### src/design/command_line_assembler_assert.svh
// Assertion macros for the top file of the command line assembler.
`ifndef COMMAND_LINE_ASSEMBLER_ASSERT_SVH
`define COMMAND_LINE_ASSEMBLER_ASSERT_SVH

// Same-cycle implication, checked outside reset.
`define CLA_ASSERT_IMPLY(label, clk, rstn, ante, cons, msg) \
    label: assert property (@(posedge clk) disable iff (!(rstn)) (ante) |-> (cons)) \
        else $error(msg);

// Next-cycle implication, checked outside reset.
`define CLA_ASSERT_NEXT(label, clk, rstn, ante, cons, msg) \
    label: assert property (@(posedge clk) disable iff (!(rstn)) (ante) |=> (cons)) \
        else $error(msg);

`endif

### src/design/cla_pkg.sv
`timescale 1ns / 1ps

package cla_pkg;

    localparam int BYTE_W = 8;
    localparam int LINE_BYTES_DEFAULT = 64;

    localparam logic [BYTE_W-1:0] CH_NEWLINE   = 8'h0A;
    localparam logic [BYTE_W-1:0] CH_RETURN    = 8'h0D;
    localparam logic [BYTE_W-1:0] CH_BACKSPACE = 8'h08;

    // Strobes from the controller to the line store.
    typedef struct packed {
        logic wr_en;
        logic rd_en;
    } ram_ctl_t;

endpackage

### src/design/cla_line_ram.sv
`timescale 1ns / 1ps

module cla_line_ram #(
    parameter int LINE_BYTES = cla_pkg::LINE_BYTES_DEFAULT,
    localparam int AW = $clog2(LINE_BYTES)
) (
    input  logic                      aclk,
    input  cla_pkg::ram_ctl_t         ram_ctl,
    input  logic [AW-1:0]             ram_addr,
    input  logic [cla_pkg::BYTE_W-1:0] ram_wr_data,
    output logic [cla_pkg::BYTE_W-1:0] ram_rd_data
);

    logic [cla_pkg::BYTE_W-1:0] mem [LINE_BYTES];
    logic [cla_pkg::BYTE_W-1:0] rd_data_reg;

    always_ff @(posedge aclk) begin
        if (ram_ctl.wr_en) begin
            mem[ram_addr] <= ram_wr_data;
        end
        if (ram_ctl.rd_en) begin
            rd_data_reg <= mem[ram_addr];
        end
    end

    assign ram_rd_data = rd_data_reg;

endmodule

### src/design/cla_ctrl.sv
`timescale 1ns / 1ps

module cla_ctrl #(
    parameter int LINE_BYTES = cla_pkg::LINE_BYTES_DEFAULT,
    localparam int AW = $clog2(LINE_BYTES)
) (
    input  logic                       aclk,
    input  logic                       aresetn,
    input  logic                       s_valid,
    output logic                       s_ready,
    input  logic [cla_pkg::BYTE_W-1:0] s_rx_byte,
    output logic                       m_valid,
    input  logic                       m_ready,
    output logic [cla_pkg::BYTE_W-1:0] m_line_byte,
    output logic                       m_line_end,
    output cla_pkg::ram_ctl_t          ram_ctl,
    output logic [AW-1:0]              ram_addr,
    output logic [cla_pkg::BYTE_W-1:0] ram_wr_data,
    input  logic [cla_pkg::BYTE_W-1:0] ram_rd_data
);

    localparam logic [AW-1:0] Limit = AW'(LINE_BYTES - 1);

    typedef enum logic [1:0] {
        ST_IDLE,
        ST_FETCH,
        ST_PUSH,
        ST_TERM
    } state_t;

    state_t                     state_reg, state_next;
    logic [AW-1:0]              pos_reg, pos_next;
    logic [AW-1:0]              rd_idx_reg, rd_idx_next;
    logic [cla_pkg::BYTE_W-1:0] term_reg, term_next;
    logic                       out_valid_reg, out_valid_next;
    logic [cla_pkg::BYTE_W-1:0] out_byte_reg, out_byte_next;
    logic                       out_end_reg, out_end_next;
    logic                       out_free;

    assign out_free = !out_valid_reg || m_ready;
    assign s_ready  = (state_reg == ST_IDLE);

    always_comb begin
        state_next     = state_reg;
        pos_next       = pos_reg;
        rd_idx_next    = rd_idx_reg;
        term_next      = term_reg;
        out_valid_next = out_valid_reg && !m_ready;
        out_byte_next  = out_byte_reg;
        out_end_next   = out_end_reg;
        ram_ctl        = '0;
        ram_addr       = pos_reg;
        ram_wr_data    = s_rx_byte;

        unique case (state_reg)
            ST_IDLE: begin
                if (s_valid) begin
                    if (pos_reg >= Limit) begin
                        // Store holds LINE_BYTES-1 bytes: the byte is dropped and the line restarts.
                        pos_next = '0;
                    end else begin
                        unique case (s_rx_byte) inside
                            cla_pkg::CH_NEWLINE, cla_pkg::CH_RETURN: begin
                                term_next   = s_rx_byte;
                                rd_idx_next = '0;
                                state_next  = (pos_reg == '0) ? ST_TERM : ST_FETCH;
                            end
                            cla_pkg::CH_BACKSPACE: begin
                                if (pos_reg != '0) begin
                                    pos_next = pos_reg - AW'(1);
                                end
                            end
                            default: begin
                                ram_ctl.wr_en = 1'b1;
                                pos_next      = pos_reg + AW'(1);
                            end
                        endcase
                    end
                end
            end
            ST_FETCH: begin
                ram_ctl.rd_en = 1'b1;
                ram_addr      = rd_idx_reg;
                state_next    = ST_PUSH;
            end
            ST_PUSH: begin
                if (out_free) begin
                    out_valid_next = 1'b1;
                    out_byte_next  = ram_rd_data;
                    out_end_next   = 1'b0;
                    if (rd_idx_reg == pos_reg - AW'(1)) begin
                        state_next = ST_TERM;
                    end else begin
                        rd_idx_next = rd_idx_reg + AW'(1);
                        state_next  = ST_FETCH;
                    end
                end
            end
            ST_TERM: begin
                if (out_free) begin
                    out_valid_next = 1'b1;
                    out_byte_next  = term_reg;
                    out_end_next   = 1'b1;
                    pos_next       = '0;
                    state_next     = ST_IDLE;
                end
            end
            default: begin
                state_next = ST_IDLE;
            end
        endcase
    end

    always_ff @(posedge aclk) begin
        if (!aresetn) begin
            state_reg     <= ST_IDLE;
            pos_reg       <= '0;
            out_valid_reg <= 1'b0;
        end else begin
            state_reg     <= state_next;
            pos_reg       <= pos_next;
            out_valid_reg <= out_valid_next;
        end
        rd_idx_reg   <= rd_idx_next;
        term_reg     <= term_next;
        out_byte_reg <= out_byte_next;
        out_end_reg  <= out_end_next;
    end

    assign m_valid     = out_valid_reg;
    assign m_line_byte = out_byte_reg;
    assign m_line_end  = out_end_reg;

endmodule

### src/design/command_line_assembler.sv
`timescale 1ns / 1ps
// Channel | Direction | Ports                          | Meaning
// s_      | in        | s_valid s_ready s_rx_byte      | one received character
// m_      | out       | m_valid m_ready m_line_byte    | one byte of a finished line,
//         |           | m_line_end                     | m_line_end marks the terminator
// An ordinary byte or a backspace is accepted while idle and yields no transaction.
// A terminator is accepted while idle; then each stored byte is read from the line store
// in ST_FETCH and loaded into the output register in ST_PUSH, then the terminator is
// loaded in ST_TERM. Stalls on m_ready stretch this one load at a time, until the
// output register is free.
// Reset clears the state, the position and the output valid flag; the line store keeps no reset value.

module command_line_assembler #(
    parameter int LINE_BYTES = cla_pkg::LINE_BYTES_DEFAULT
) (
    input  logic                       aclk,
    input  logic                       aresetn,
    input  logic                       s_valid,
    output logic                       s_ready,
    input  logic [cla_pkg::BYTE_W-1:0] s_rx_byte,
    output logic                       m_valid,
    input  logic                       m_ready,
    output logic [cla_pkg::BYTE_W-1:0] m_line_byte,
    output logic                       m_line_end
);

`include "command_line_assembler_assert.svh"

    localparam int AW = $clog2(LINE_BYTES);

    // The controller writes the store only while idle and reads it only while
    // draining a line, so a read and a write of the same entry can never meet.
    cla_pkg::ram_ctl_t          ram_ctl;
    logic [AW-1:0]              ram_addr;
    logic [cla_pkg::BYTE_W-1:0] ram_wr_data;
    logic [cla_pkg::BYTE_W-1:0] ram_rd_data;

    cla_ctrl #(
        .LINE_BYTES (LINE_BYTES)
    ) u_ctrl (
        .aclk        (aclk),
        .aresetn     (aresetn),
        .s_valid     (s_valid),
        .s_ready     (s_ready),
        .s_rx_byte   (s_rx_byte),
        .m_valid     (m_valid),
        .m_ready     (m_ready),
        .m_line_byte (m_line_byte),
        .m_line_end  (m_line_end),
        .ram_ctl     (ram_ctl),
        .ram_addr    (ram_addr),
        .ram_wr_data (ram_wr_data),
        .ram_rd_data (ram_rd_data)
    );

    cla_line_ram #(
        .LINE_BYTES (LINE_BYTES)
    ) u_line_ram (
        .aclk        (aclk),
        .ram_ctl     (ram_ctl),
        .ram_addr    (ram_addr),
        .ram_wr_data (ram_wr_data),
        .ram_rd_data (ram_rd_data)
    );

    // The store is written only by an accepted input transaction.
    `CLA_ASSERT_IMPLY(a_wr_on_accept, aclk, aresetn, ram_ctl.wr_en, s_valid && s_ready, "store written without an accepted byte")

    // No input is taken while the line is being read out.
    `CLA_ASSERT_IMPLY(a_no_accept_in_read, aclk, aresetn, ram_ctl.rd_en, !s_ready, "input accepted during read-out")

    // A store read is always followed by a cycle that is not ready for input.
    `CLA_ASSERT_NEXT(a_read_then_busy, aclk, aresetn, ram_ctl.rd_en, !s_ready && !ram_ctl.rd_en, "read not followed by its load cycle")

endmodule
### config.mk
export PLATFORM = sky130hd
export DESIGN_NAME = command_line_assembler
export DESIGN_NICKNAME = d
export VERILOG_FILES = /design/src/design/cla_pkg.sv /design/src/design/cla_line_ram.sv /design/src/design/cla_ctrl.sv /design/src/design/command_line_assembler.sv
export VERILOG_INCLUDE_DIRS = /design/src /design/src/design
export SDC_FILE = /design/constraint.sdc
export NUM_CORES = 1
export LEC_CHECK = 0
export BUFFER_PORTS_ARGS = -buffer_cell sky130_fd_sc_hd__buf_2
export CORE_ASPECT_RATIO = 0.6
export CORE_MARGIN = 2
export CORE_UTILIZATION = 50
export DETAILED_ROUTE_END_ITERATION = 16
export HOLD_SLACK_MARGIN = 0.02
export MAX_ROUTING_LAYER = met4
export PLACE_DENSITY_LB_ADDON = 0.1
export SYNTH_ARGS = -nofsm -noshare
export SYNTH_HDL_FRONTEND = slang
export SYNTH_SLANG_ARGS = --single-unit
### constraint.sdc
create_clock -name aclk -period 3 [get_ports aclk]
set_input_delay 0.15 -clock aclk [delete_from_list [all_inputs] [get_ports aclk]]
set_output_delay 0.15 -clock aclk [all_outputs]
set_load 0.05 [all_outputs]
==> impl_metrics.py, run 1 <==
metrics = {
    "yosys": {
        "synth-edff-count": 543,
        "yosys-top-cells-area": "edfxtp_1 (74%), mux2_2 (4.5%), a22oi_1 (3.1%)",
        "synthAdderAreaFrac_pct": 0.455,
        "synth_top_area_share_pct": 74.1,
        "synth_xor_area_share_pct": 0.478,
        "synth-main-ff-cell": "edfxtp_1",
        "yosysWarnings": 0,
        "synthSimpleGateAreaFrac_pct": 5.38,
        "syn_inst": 1321,
        "synth_compound_area_share_pct": 10.1,
        "synthMuxAreaShare_pct": 6.68,
        "synth_top_area_cell": "edfxtp_1",
        "avgSynthCellArea_sq_um": 16.7,
        "yosysUniqueCellTypes": 67,
        "synth_common_cells": "edfxtp_1 (543), nor2_1 (99), a22oi_1 (92)",
        "synth.cell_area_sq_mm": 0.0220,
        "synthMostInstantiatedCell": "edfxtp_1",
        "ys_ff_latch": 552,
        "seq_area_frac_synth_pct": 74.9,
        "synth_top_family_by_area": "compound AO/OA/AOI/OAI gates",
        "synth.net_count": 1341,
        "synthArstFlopShare_pct": 0,
    },
    "global_route": {
        "grt.overflow.total": 0,
        "grt_pass1_vias": 13400,
        "grt_pass1_wl_um": 98600,
        "grt_max_degree": 66,
        "antenna_found_initial": 1,
        "grt_usage_pct": 31.4,
    },
    "worst_setup_path": {
        "r2r_start": "u_ctrl.state_reg[1]",
        "crit_type": "flop to flop",
        "path_buf_inv": 3,
        "start_kind": "flop",
        "cp_max_fo": 7,
        "ff2ff_path_depth": 10,
        "end_kind": "flop",
        "critPathSlowestCell": "a222oi_1",
        "arrival_ns": 3.37,
        "crit_path_frequent_cell": "a222oi_1",
        "path_cells": "inv_2 > ha_4 > mux2_4 > buf_6 > mux2_1 > a222oi_1 > buf_4 > nand3_2 > a222oi_1 > nand3_1",
        "rr_endpoint": "u_line_ram.ram_rd_data[7]",
        "crit_required_ns": 3.30,
        "r2r_slack_ns": -0.07,
        "cp_top_family": "compound AO/OA/AOI/OAI gates",
        "slowest_delay_ns": 0.51,
    },
    "die": {
        "fp.dieArea_sq_mm": 0.0458,
        "core_sq_mm": 0.0434,
        "num_rows": 59,
        "die_h_um": 167,
        "start_util_pct": 50.7,
        "die_width_um": 275,
        "ios": 23,
    },
    "hold_path": {
        "holdCritStartpoint": "m_ready",
        "hold_end": "u_ctrl.m_valid",
        "hold_depth": 4,
        "hold_class": "input port to flop",
    },
    "route": {
        "finalWirelength_um": 70000,
        "via_per_inst": 6.53,
        "drc": 0,
        "vias": 14300,
        "drt_first_pass_iters": 6,
        "ant_nets": 0,
        "wl_per_cell_um": 31.9,
        "drt-initial-drc-count": 2803,
    },
    "power_and_ir_drop": {
        "power.share.switching_pct": 36.3,
        "p_total_uw": 25600,
        "power_frac_seq_pct": 35.6,
        "irDropWorstVdd_uv": 588,
        "clock_power_share_pct": 24.2,
        "leakagePower_uw": 0.00882,
        "powerDensity_mw_per_mm2": 965,
        "p_comb_share_pct": 40.3,
        "power.internal_uw": 16300,
        "p_switching_uw": 9270,
    },
    "place": {
        "port_buffers": 22,
        "dpl_cell_area_sq_mm": 0.0245,
        "place_ws_ns": -0.269,
        "dpl.hpwl_um": 45100,
        "gp_routability_congestion": 0.943,
    },
    "cells_and_area": {
        "largest-register": "u_line_ram.mem",
        "utilization_pct": 61.0,
        "nNetsFinal": 1596,
        "largest_reg_flops": 512,
        "area.growth.synth_to_final_pct": 20.4,
        "drive_gt1_share_pct": 30.1,
        "final_area_sq_mm": 0.0265,
    },
    "clocking": {
        "cts_made_buffers": 50,
        "htree_num_levels": 2,
        "clkTransAtPathRegs_ns": 0.07,
        "cts_tree": "yes",
        "cts_sinks": 552,
        "clockRootBuffer": "clkbuf_16",
        "cts_max_path_buffers": 3,
        "clk-insertion-delay-late_ns": 0.59,
    },
    "timing": {
        "drv_slew": 0,
        "hold_viol_final": 0,
        "fin_worst_skew_ns": 0.0168,
        "max_freq_mhz": 326,
        "fin_crit_ns": 3.07,
        "worst_slack_ns": -0.0668,
        "fin_crit_sh_pct": 102,
        "setup_viol": 3,
        "slew_headroom_pct": 32.9,
        "rsz0062_at_grt": "true",
        "worst_pin_slew_ns": 1.00,
        "holdWs_ns": 0.105,
    },
    "run": {
        "cap_violations": 0,
    },
    "outcome": {
        "status": "finished, violations left",
        "violations": "setup timing",
    },
}
-- logic make-up (layout without fill, tap and decap cells) --
group,Yosys count,in the layout
flops,552,552
compound gates,293,293
simple gates,248,248
mux,122,123
buf+inv,86,376
xor+xnor,12,12
fa+ha+maj,8,8
other cells,0,1
-- power by group through the flow --
stage	sequential (uW)	combinational [uW]	clock, uW
finish	9090	10300	6180
global route	9100	10600	6510
CTS	9080	9680	6200
detailed placement	9240	9110	0
global placement	9240	9080	0
floorplan	9240	4460	0
-- cell type report --
type                    instances  area, sq um
fillers                      3285        16900
clock inverters                27          209
well taps                     579          724
inverters                       6         26.3
multi-input cells             684         5310
clock buffers                  61         1310
flip-flops and latches        552        16500
diodes                          1         2.50
repair buffers                282         2410
-- repair_timing --
item                       CTS  global route
hold buffers                 2             0
gates resized for setup      7            38
setup buffers               15             4
setup endpoints to repair    7            15
cloned                       2             1
hold endpoints to repair    15             0
pin swaps                    5            26
-- worst max path at each step --
stage | start | end | cells past startpoint
2_1_floorplan | u_ctrl.state_reg[1] | u_line_ram.mem[17][0] | 10
4_1_cts | u_ctrl.state_reg[1] | u_line_ram.ram_rd_data[5] | 9
6_report | u_ctrl.state_reg[1] | u_line_ram.ram_rd_data[7] | 10
3_5_place_dp | u_ctrl.state_reg[1] | u_line_ram.ram_rd_data[0] | 9
5_1_grt | u_ctrl.state_reg[1] | u_line_ram.ram_rd_data[5] | 9
3_3_place_gp | u_ctrl.state_reg[1] | u_line_ram.ram_rd_data[0] | 9
-- metrics by stage --
step / TNS [ns] / cells
global route: -0.215 / 2192
global placement: -0.763 / 2080
CTS: -0.00316 / 2187
finish: -0.140 / 2192
floorplan: 0 / 1321
detailed placement: -0.862 / 2080
-- cell usage in the layout (no fill, tap or decap), types with 16 or more instances in the layout --
cell and instances:
mux2i_1 16, nand2_1 56, nand3_1 22, buf_12 22, o21ai_0 31, edfxtp_1 543, nor2_1 98, buf_4 227
a21oi_1 21, a221oi_1 24, a222oi_1 38, buf_2 22, clkbuf_16 51, mux2_2 87, a22oi_1 85
-- routing by layer --
layer	up-vias	GRT usage [%]	share of wire [%]	wire length, um
li1	5920	-	-	-
met4	0	6.60	2.0	1390
met1	7198	48.9	43	29800
met2	1085	41.9	42	29200
met5	-	-	0	0
met3	108	7.64	14	9580
-- worst min-delay path, delay by kind of cell --
| kind | cells | cell delay (ns) |
|---|---|---|
| and+or+nand+nor | 1 | 0.10 |
| buffers and inverters | 2 | 0.26 |
| AOI/OAI and AO/OA | 1 | 0.14 |
Note: power is estimated with default switching activity, not from simulation.
==> run 2, diff against run 1 <==
--- a/config.mk
+++ b/config.mk
@@ -14,6 +14,7 @@
 export HOLD_SLACK_MARGIN = 0.02
 export MAX_ROUTING_LAYER = met4
 export PLACE_DENSITY_LB_ADDON = 0.1
+export SETUP_SLACK_MARGIN = 0.2
 export SYNTH_ARGS = -nofsm -noshare
 export SYNTH_HDL_FRONTEND = slang
 export SYNTH_SLANG_ARGS = --single-unit
==> impl_metrics.py, run 2 (synthesized netlist as in run 1, its figures left out) <==
metrics = {
    "place": {
        "gp_routability_congestion": 0.919,
        "port_buffers": 22,
        "dpl_cell_area_sq_mm": 0.0245,
        "dp_cells": 2076,
        "dpl.hpwl_um": 45700,
    },
    "worst_setup_path": {
        "arrival_ns": 3.34,
        "cp_max_fo": 8,
        "end_kind": "flop",
        "crit_type": "flop to flop",
        "crit_required_ns": 3.27,
        "start_kind": "flop",
    },
    "timing": {
        "fin_crit_ns": 3.07,
        "rsz0062_at_grt": "true",
        "max_freq_mhz": 326,
        "worst_slack_ns": -0.0686,
        "slew_headroom_pct": 42.9,
        "fin_worst_skew_ns": 0.0256,
        "worst_pin_slew_ns": 0.857,
        "fin_crit_sh_pct": 102,
        "drv_slew": 0,
        "hold_viol_final": 0,
        "setup_viol": 1,
    },
    "cells_and_area": {
        "largest_reg_flops": 512,
        "final_area_sq_mm": 0.0269,
        "regArea_sq_mm": 0.0165,
        "largest-register": "u_line_ram.mem",
        "drive_gt1_share_pct": 32.4,
        "multi_input_area_sq_mm": 0.00540,
        "fillers": 3222,
        "final_common_cell": "edfxtp_1",
        "final_cell_mix": "edfxtp_1 (543), buf_4 (235), a22oi_1 (88)",
        "instances_no_fill": 2217,
        "nNetsFinal": 1616,
        "area.growth.synth_to_final_pct": 22.4,
    },
    "global_route": {
        "grt.overflow.total": 0,
        "antenna_found_initial": 2,
        "grt_pass1_wl_um": 101000,
        "grt_pass1_vias": 13700,
        "grt_max_degree": 66,
        "grt_usage_pct": 32.2,
    },
    "hold_path": {
        "hold_class": "input port to flop",
    },
    "route": {
        "vias": 14500,
        "via_per_inst": 6.55,
        "drt_first_pass_iters": 6,
        "drt-initial-drc-count": 2996,
        "finalWirelength_um": 71200,
        "wl_per_cell_um": 32.1,
        "ant_nets": 0,
        "drc": 0,
    },
    "power_and_ir_drop": {
        "leakagePower_uw": 0.00901,
        "irDropWorstVdd_uv": 515,
        "powerDensity_mw_per_mm2": 990,
    },
    "clocking": {
        "clk-insertion-delay-late_ns": 0.58,
        "cts_sinks": 552,
        "clockRootBuffer": "clkbuf_16",
        "clkTransAtPathRegs_ns": 0.07,
        "cts_made_buffers": 49,
        "cts_max_path_buffers": 3,
        "htree_num_levels": 2,
        "cts_tree": "yes",
    },
    "die": {
        "core_sq_mm": 0.0434,
        "ios": 23,
        "die_width_um": 275,
        "num_rows": 59,
        "start_util_pct": 50.7,
        "die_h_um": 167,
        "fp.dieArea_sq_mm": 0.0458,
    },
    "outcome": {
        "violations": "setup timing",
        "status": "finished, violations left",
    },
    "run": {
        "cap_violations": 0,
    },
}
[run 2: cell count changes in the layout (fill, tap and decap cells not counted), sizes merged]
cell | before | now
buf | 279 | 300
bufinv | 3 | 6
clkbuf | 61 | 65
clkinv | 22 | 18
clkinvlp | 2 | 4
dlygate4sd3 | 2 | 1
inv | 6 | 7
mux2i | 21 | 20
[run 2: what timing repair did]
action	in CTS	in global routing
cloned	3	2
gates resized for setup	47	29
hold buffers	1	0
hold endpoints to repair	9	0
pin swaps	23	24
buffers inserted	25	17
endpoints found under the setup margin	116	174
[run 2: where the power goes]
part           leakage (uW)  internal (uW)  switching (uW)
logic               0.00327           4660            6480
clock network      0.000775           3630            2830
registers           0.00497           8860             210
total               0.00901          17200            9510
[run 2: area by class of cell]
class / count / share of cell area (%)
antenna: 1 / 0.00929
clock buffer: 63 / 4.90
clock inverter: 29 / 1.09
inverter: 6 / 0.0836
multi-input combinational: 683 / 20.0
sequential: 552 / 61.2
tap: 579 / 2.69
timing repair buffer: 304 / 10.0
[run 2: path summary, 6_finish.rpt]
path                        from                         to  slack, ns  cells past startpoint
max          u_ctrl.state_reg[1]  u_line_ram.ram_rd_data[1]      -0.07                     11
min                      m_ready             u_ctrl.m_valid       0.04                      3
max reg2reg  u_ctrl.state_reg[1]  u_line_ram.ram_rd_data[1]      -0.07                     11
min reg2reg   u_ctrl.term_reg[3]      u_ctrl.m_line_byte[3]       0.56                      1
[run 2: stage by stage]
| stage | TNS [ns] | utilization [%] | hold slack (ns) | setup slack (ns) | total power, uW |
|---|---|---|---|---|---|
| 3_5_place_dp | -0.957 | 56.5 | 0.512 | -0.205 | 18500 |
| 2_1_floorplan | 0 | - | 0.249 | 0.118 | 13700 |
| 5_1_grt | -0.346 | 62.1 | 0.0457 | -0.108 | 27300 |
| 3_3_place_gp | -0.566 | 56.5 | 0.508 | -0.209 | 18500 |
| 6_report | -0.0686 | 62.1 | 0.0407 | -0.0686 | 26700 |
| 4_1_cts | 0 | 61.3 | 0.0238 | 0.00619 | 25800 |
[run 2: critical path, stage by stage (launching register included)]
cell	delay [ns]
dfxtp_2	0.33
inv_2	0.05
ha_4	0.18
buf_6	0.13
nor4b_1	0.14
or2_1	0.29
buf_12	0.16
buf_12	0.13
a222oi_1	0.30
o211ai_1	0.20
a222oi_1	0.68
nand4_1	0.17
[run 2: routing by layer]
metal / track usage [%] / wire length (um)
met1: 51.5 / 30600
met5: - / 0
met4: 5.97 / 1630
met3: 7.92 / 10400
met2: 41.7 / 28500
